`config.mk`:
```
export PLATFORM = sky130hd
export DESIGN_NAME = ssid_ctrl
export DESIGN_NICKNAME = d
export VERILOG_FILES = /design/src/sorted_set_insert_delete_core_assert.svh /design/src/ssid_pkg.sv /design/src/ssid_ctrl.sv
export SDC_FILE = /design/constraint.sdc
export NUM_CORES = 1
export LEC_CHECK = 0
export BUFFER_PORTS_ARGS = -buffer_cell sky130_fd_sc_hd__buf_2
export CORE_AREA = 10 10 47 49
export DETAILED_ROUTE_END_ITERATION = 6
export DIE_AREA = 0 0 57 59
export MAX_ROUTING_LAYER = met4
export PLACE_DENSITY = 0.34
export SLEW_MARGIN = 20
export SYNTH_ARGS = -nofsm -noshare
export SYNTH_HDL_FRONTEND = slang
export SYNTH_SLANG_ARGS = --single-unit
```
`constraint.sdc`:
```
create_clock -name i_clk -period 0.9 [get_ports i_clk]
set_input_delay 0.045 -clock i_clk [delete_from_list [all_inputs] [get_ports i_clk]]
set_output_delay 0.045 -clock i_clk [all_outputs]
set_load 0.05 [all_outputs]
```
`src/sorted_set_insert_delete_core_assert.svh`:
```
// Assertion macros for the sorted set core.
// Expects i_clk and i_rst_n in the scope of each use.
`ifndef SORTED_SET_INSERT_DELETE_CORE_ASSERT_SVH
`define SORTED_SET_INSERT_DELETE_CORE_ASSERT_SVH

// Same-cycle implication, checked outside reset.
`define SSID_ASSERT_SAME(label, ante, cons, msg) \
    label: assert property (@(posedge i_clk) disable iff (!i_rst_n) \
        (ante) |-> (cons)) else $error(msg);

// Next-cycle implication, checked outside reset.
`define SSID_ASSERT_NEXT(label, ante, cons, msg) \
    label: assert property (@(posedge i_clk) disable iff (!i_rst_n) \
        (ante) |=> (cons)) else $error(msg);

`endif

```
`src/ssid_pkg.sv`:
```
// Shared types and constants of the sorted set core.
// No dependencies; used by the controller, datapath and top level.
package ssid_pkg;

    localparam int CAPACITY_DEF = 64;
    localparam int VALUE_W      = 32;
    localparam int STATUS_W     = 3;
    localparam int COUNT_W      = 7;

    // Request operation codes
    localparam logic FUNC_INSERT = 1'b0;
    localparam logic FUNC_DELETE = 1'b1;

    // Result status codes
    localparam logic [STATUS_W-1:0] ST_INSERTED  = 3'd0;
    localparam logic [STATUS_W-1:0] ST_DUPLICATE = 3'd1;
    localparam logic [STATUS_W-1:0] ST_DELETED   = 3'd2;
    localparam logic [STATUS_W-1:0] ST_NOT_FOUND = 3'd3;
    localparam logic [STATUS_W-1:0] ST_FULL      = 3'd4;

    // Controller commands to the datapath
    typedef struct packed {
        logic load;   // capture request fields
        logic cmp;    // register per-cell compare flags
        logic upd;    // shift cells, update count, register result
    } t_ctrl_cmd;

endpackage

```
`src/ssid_ctrl.sv`:
```
// Sequencer of the sorted set core: request capture, compare and update steps.
// Depends on ssid_pkg.
module ssid_ctrl (
    input  logic                  i_clk,
    input  logic                  i_rst_n,
    input  logic                  start,
    output logic                  busy,
    output ssid_pkg::t_ctrl_cmd   o_cmd,
    output logic                  o_valid
);

    localparam logic [1:0] S_IDLE = 2'd0;
    localparam logic [1:0] S_CMP  = 2'd1;
    localparam logic [1:0] S_UPD  = 2'd2;

    logic [1:0] r_state;
    logic [1:0] n_state;
    logic       r_valid;
    logic       accept;

    assign busy   = (r_state == S_CMP);
    assign accept = start && !busy;

    always_comb begin
        n_state = r_state;
        unique case (r_state)
            S_IDLE: begin
                if (accept) n_state = S_CMP;
            end
            S_CMP: begin
                n_state = S_UPD;
            end
            S_UPD: begin
                n_state = accept ? S_CMP : S_IDLE;
            end
            default: begin
                n_state = S_IDLE;
            end
        endcase
    end

    always_ff @(posedge i_clk) begin
        if (!i_rst_n) begin
            r_state <= S_IDLE;
            r_valid <= 1'b0;
        end else begin
            r_state <= n_state;
            r_valid <= (r_state == S_UPD);
        end
    end

    assign o_cmd.load = accept;
    assign o_cmd.cmp  = (r_state == S_CMP);
    assign o_cmd.upd  = (r_state == S_UPD);
    assign o_valid    = r_valid;

endmodule

```
==> results of run 1 <==
[final timing paths]
path | start | to | slack [ns] | cells past startpoint
worst max register to register | r_state[0]$_SDFFE_PN0P_ | o_valid$_SDFF_PN0_ | 0.20 | 2
worst min register to register | r_state[1]$_SDFFE_PN0P_ | o_valid$_SDFF_PN0_ | 0.54 | 1
worst max-delay path | r_state[0]$_SDFFE_PN0P_ | o_cmd[2] | -0.12 | 3
worst min-delay path | i_rst_n | r_state[1]$_SDFFE_PN0P_ | 0.04 | 2
[state kept, by name, indices dropped and copies added, names as in the netlist]
| register | count |
|---|---|
| r_state | 2 |
| o_valid | 1 |
[worst max-delay path, delay by kind of cell, from the launching register on]
family        cells  cell delay [ns]
flops             1             0.31
simple gates      2             0.26
buf+inv           1             0.17
[power by group through the flow]
stage                     registers [mW]  logic (mW)  clock network, mW
after floorplan                    0.149      0.0583                  0
after global placement             0.145      0.0765                  0
after detailed placement           0.145      0.0767                  0
after CTS                          0.143      0.0874              0.254
after global routing               0.144      0.0900              0.268
final                              0.143      0.0858              0.240
[routing by layer]
metal	vias to the layer above	part of all wire (%)
li1	53	-
met1	49	52
met2	10	29
met3	0	19
met4	0	0
met5	-	0
[synth_stat cells, drive strengths merged]
cell / number
buf: 2
and2: 1
and3b: 2
dfxtp: 3
nor2b: 3
[layout make-up]
class                           count  area share [%]
Tap cell                           16           9.040
Timing Repair Buffer                8           27.12
Clock buffer                        4           11.86
Sequential cell                     3           28.25
Multi-Input combinational cell      6           23.73
[metrics by stage]
step / total power, mW / setup TNS, ns / utilization [%] / hold slack [ns] / instance area (µm²)
after CTS: 0.4848 / -0.4524 / 15.80 / 0.03437 / 221.5
final: 0.4694 / -0.3693 / 15.80 / 0.04055 / 221.5
after floorplan: 0.2073 / -0.1771 / - / 0.1667 / 128.9
after global placement: 0.2213 / 0 / 12.59 / 0.2738 / 176.4
after detailed placement: 0.2216 / 0 / 12.59 / 0.2778 / 176.4
after global routing: 0.5022 / -0.5453 / 15.80 / 0.04802 / 221.5
[logic make-up (layout without fill, tap and decap cells)]
| logic type | count (synthesis) | in the layout |
|---|---|---|
| buffers and inverters | 2 | 12 |
| flip-flops | 3 | 3 |
| AND/OR/NAND/NOR | 6 | 6 |
[timing repair]
| item | 4_1_cts | 5_1_grt |
|---|---|---|
| gates resized for setup | 7 | 0 |
| hold buffers | 0 | 0 |
| hold endpoints to repair | 0 | 0 |
| setup endpoints to repair | 4 | 4 |
| gates cloned | 0 | 0 |
==> summary.txt, run 1 <==
Power
  – PwrDens: 2120 nW/µm²
  – Leak: 0.1087 nW
  – Sequential power share: 30.5%
  – Net Sw Frac: 27.95%
  – Net Sw Power: 0.1312 mW
  – Comb power frac: 18.3%
  – Peak supply drop: 0.7350 mV
  – Clock network power share: 51.2%
  – Internal Power: 0.3382 mW

Setup path
  – Slowest cell delay on critical path: 0.31 ns
  – Worst-path maximum fanout: 4
  – Startpoint Class: register
  – Worst EP arrival: 0.98 ns
  – Crit path kind: register to output pin
  – Crit-path slowest cell: dfxtp_2
  – Worst setup EP type: output pin
  – Critical Path RT: 0.85 ns
  – Critical-path cell list: nor2b_4 > nor2b_1 > buf_6

Synthesis
  – Synth Area in Compound Gates: 0%
  – Simple-gate share of the synthesized area: 40.00%
  – Post-synthesis average cell area: 11.37 µm²
  – Seq/Total Area, Yosys: 48.00%
  – Synth Net Count: 14
  – Syn Std Cell Area: 125.1 µm²
  – Largest family of logic cells by synthesized area: simple AND/OR/NAND/NOR gates
  – Synth cell types: 6
  – Synth top area cells: dfxtp_1 (48%), and3b_1 (14%), buf_4 (12%)
  – Yosys top cell by area: dfxtp_1
  – Area share of fa/ha/maj cells after synthesis: 0%
  – Xor/xnor share of the synthesized area: 0%
  – Mapped Cells: 11
  – Post-synthesis mux area share: 0%
  – Area fraction of the dominant cell type after synthesis: 48.00%
  – Synthesis Warnings: 0
  – Synth Register Bits: 3

Placement
  – Place WS: 0.05674 ns
  – DP Cell Count: 33
  – PortBufs: 7
  – GPL Wtd Cong: 0.5617

Route
  – DRC viols: 0
  – Final WL: 355 µm
  – Initial DRT Pass Iterations: 1
  – Final ANT Viol Nets: 0
  – WL per Instance: 9.595 µm
  – Vias: 112
  – DRT iter0 DRCs: 0
  – Vias per cell: 3.027

Die
  – Core area: 1401 µm²
  – Die H: 59 µm
  – Num ports: 8
  – Die X-Extent: 57 µm
  – Starting Density: 8.929%
  – Die ar.: 3363 µm²
  – Rows: 14

GRT
  – Total track usage: 2.525%
  – Vias in the first global route: 120
  – Initial antenna violation count: 0
  – Pin count of the biggest net entering global routing: 5
  – Most used routing layer: met3
  – GRT overflow: 0
  – GR Util met3: 4.721%
  – GR Util met1: 2.476%
  – Grt met2 use: 2.171%
  – Global-route wire length before repair: 524 µm

Layout
  – Layout Cells excl Fill: 37
  – Share of cells above drive strength 1: 71.43%
  – Layout filler cell count: 170
  – Multi-input gate area: 52.55 µm²
  – Reg area: 62.56 µm²
  – Area growth syn-to-layout: 77.00%
  – Nets: 25
  – Most frequent cells in the layout: clkbuf_4 (3), buf_2 (3), buf_4 (3)
  – Ant diodes: 0

CTS
  – Clk sink count: 3
  – Clk Latency, worst-skew pair: 0.23 ns
  – CTS tree: done
  – Clock Root Buffer: clkbuf_4
  – CTS clk-pin slew, worst paths: 0.04 ns
  – # H-tree levels: 1
  – CTS buffer count: 3
  – Postcts setup bufs: 0
  – CTS Buffer Depth: 2

STA
  – FMAX: 978.1 MHz
  – RSZ-0062 raised after global routing: true
  – Tmin final: 1.022 ns
  – Setup WS post-layout: -0.1224 ns
  – Final Setup Violations: 4
  – Clock skew: 0.001124 ns
  – Final period utilization: 113.6%
  – Slew Limit Headroom: 83.16%
  – Worst-Margin Slew: 0.2544 ns
  – Final Max Tran Viols: 0
  – Final Hold Fails: 0

Min path
  – Hold Crit Class: primary input to register

Run
  – Max Cap Viol: 0

Status
  – Failing checks: negative setup slack
  – Status: complete, but fails checks
Power figures use the tool's default switching activity.
==> inputs of run 2 (changes only) <==
- CELL_PAD_IN_SITES_DETAIL_PLACEMENT: unset -> 0
- CELL_PAD_IN_SITES_GLOBAL_PLACEMENT: unset -> 2
- PLACE_DENSITY: 0.34 -> 0.45
==> summary.txt, run 2 (same netlist as run 1, synthesis figures left out) <==
Setup path
  – Critical path buffer and inverter count: 2
  – Reg2Reg Setup Slack: 0.09 ns
  – RR Endpoint: r_state[0]$_SDFFE_PN0P_
  – Critical-path cell list: buf_4 > nor2b_2 > buf_6
  – Cells on worst reg2reg path: 3
  – Crit path kind: register to output pin
  – CP top delay family: flip-flops
  – Worst EP arrival: 0.95 ns
  – Crit-path slowest cell: dfxtp_2
  – Critical Path RT: 0.85 ns
  – Startpoint Class: register
  – Worst setup EP type: output pin
  – Slowest cell delay on critical path: 0.31 ns
  – Worst R2R Start: r_state[0]$_SDFFE_PN0P_
  – Worst-path maximum fanout: 2

Die
  – Core area: 1401 µm²
  – Die ar.: 3363 µm²
  – Num ports: 8
  – Starting Density: 8.929%
  – Die H: 59 µm
  – Die X-Extent: 57 µm
  – Rows: 14

Route
  – Final ANT Viol Nets: 0
  – Vias per cell: 3.000
  – DRT iter0 DRCs: 2
  – WL per Instance: 9.474 µm
  – Vias: 114
  – Final WL: 360 µm
  – DRC viols: 0
  – Initial DRT Pass Iterations: 2

STA
  – Final Max Tran Viols: 0
  – Clock skew: 0.00005343 ns
  – Tmin final: 0.9906 ns
  – Final Hold Fails: 0
  – Slew Limit Headroom: 83.19%
  – Setup TNS: -0.3327 ns
  – RSZ-0062 raised after global routing: true
  – Worst-Margin Slew: 0.2540 ns
  – Final Setup Violations: 4
  – Setup WS post-layout: -0.09065 ns
  – FMAX: 1009 MHz
  – Final period utilization: 110.1%

GRT
  – Pin count of the biggest net entering global routing: 5
  – Initial antenna violation count: 0
  – Global-route wire length before repair: 572 µm
  – GRT overflow: 0
  – Total track usage: 2.793%
  – Vias in the first global route: 133

Power
  – Leak: 0.1150 nW
  – Final Power: 0.4723 mW
  – Peak supply drop: 0.3327 mV
  – PwrDens: 2040 nW/µm²

Layout
  – Most frequent cells in the layout: buf_4 (4), clkbuf_4 (3), buf_2 (3)
  – Nets: 26
  – Ant diodes: 0
  – Share of cells above drive strength 1: 77.27%
  – Max reg flops: 2
  – Final core occ: 16.52%
  – Final Instance Area: 231.5 µm²
  – Commonest non-fill, non-tap cell in the layout: buf_4
  – Largest reg by FF count: r_state
  – Area growth syn-to-layout: 85.00%

Run
  – Max Cap Viol: 0

CTS
  – # H-tree levels: 1
  – Clk Latency, worst-skew pair: 0.23 ns
  – Clock Root Buffer: clkbuf_4
  – CTS tree: done
  – Hold buffers post-CTS: 0
  – CTS buffer count: 3
  – Clk sink count: 3
  – CTS Buffer Depth: 2
  – CTS clk-pin slew, worst paths: 0.04 ns

Placement
  – GPL Wtd Cong: 0.5895
  – PortBufs: 7
  – Placed Area: 168.9 µm²

Min path
  – Worst Hold Endpoint: r_state[1]$_SDFFE_PN0P_
  – Worst Hold Path Cells: 2
  – Hold Crit Class: primary input to register
  – Hold path startpoint: i_rst_n

Status
  – Status: complete, but fails checks
  – Failing checks: negative setup slack
run 2: changes by cell type in the layout (fill, tap and decap cells not counted), sizes merged:
cell | before | now
buf | 8 | 9
run 2: power by group:
| part | leakage [nW] | switching (mW) | internal [mW] | total, mW |
|---|---|---|---|---|
| Clock | 0.0150 | 0.0721 | 0.166 | 0.238 |
| Combinational | 0.0747 | 0.0553 | 0.0356 | 0.0909 |
| Sequential | 0.0253 | 0.00311 | 0.140 | 0.143 |
run 2: final cells by class:
type	count	area, µm²
clock buffer	4	26.28
fill	169	1170
multi-input combinational	6	55.05
sequential	3	62.56
tap	16	20.02
timing repair buffer	9	67.56
run 2: routing by layer:
metal  share of wire [%]  vias to the layer above  routed length, µm  global-route usage (%)
met5                   0                        -                  0                       -
li1                    -                       54                  -                       -
met1                  32                       54                114                   1.653
met4                 7.5                        0                 27                   7.047
met3                 1.1                        2                  4                   1.288
met2                  59                        4                214                   3.411
run 2: timing repair:
action,4_1_cts,5_1_grt
cloned,0,0
pin swaps,0,0
endpoints found under the setup margin,4,4
setup buffers,2,0
resized for setup,7,1
run 2: metrics by stage:
stage                     hold slack [ns]  setup slack [ns]  instances
after floorplan                    0.1667          -0.09309         11
after detailed placement           0.2939           0.04763         32
after global routing              0.06226           -0.1441         38
after CTS                         0.04671           -0.1343         38
final                             0.05338          -0.09065         38
after global placement             0.2770           0.04993         32
run 2: how the worst max path moves through the flow:
stage | from | end | slack (ns) | cells after the start
2_1_floorplan | r_state[0]$_SDFFE_PN0P_ | o_cmd[2] | -0.09 | 3
3_3_place_gp | r_state[0]$_SDFFE_PN0P_ | o_cmd[2] | 0.05 | 3
3_5_place_dp | r_state[0]$_SDFFE_PN0P_ | o_cmd[2] | 0.05 | 3
4_1_cts | r_state[0]$_SDFFE_PN0P_ | o_cmd[2] | -0.13 | 3
5_1_grt | r_state[0]$_SDFFE_PN0P_ | o_cmd[2] | -0.14 | 3
6_report | r_state[0]$_SDFFE_PN0P_ | o_cmd[0] | -0.09 | 3
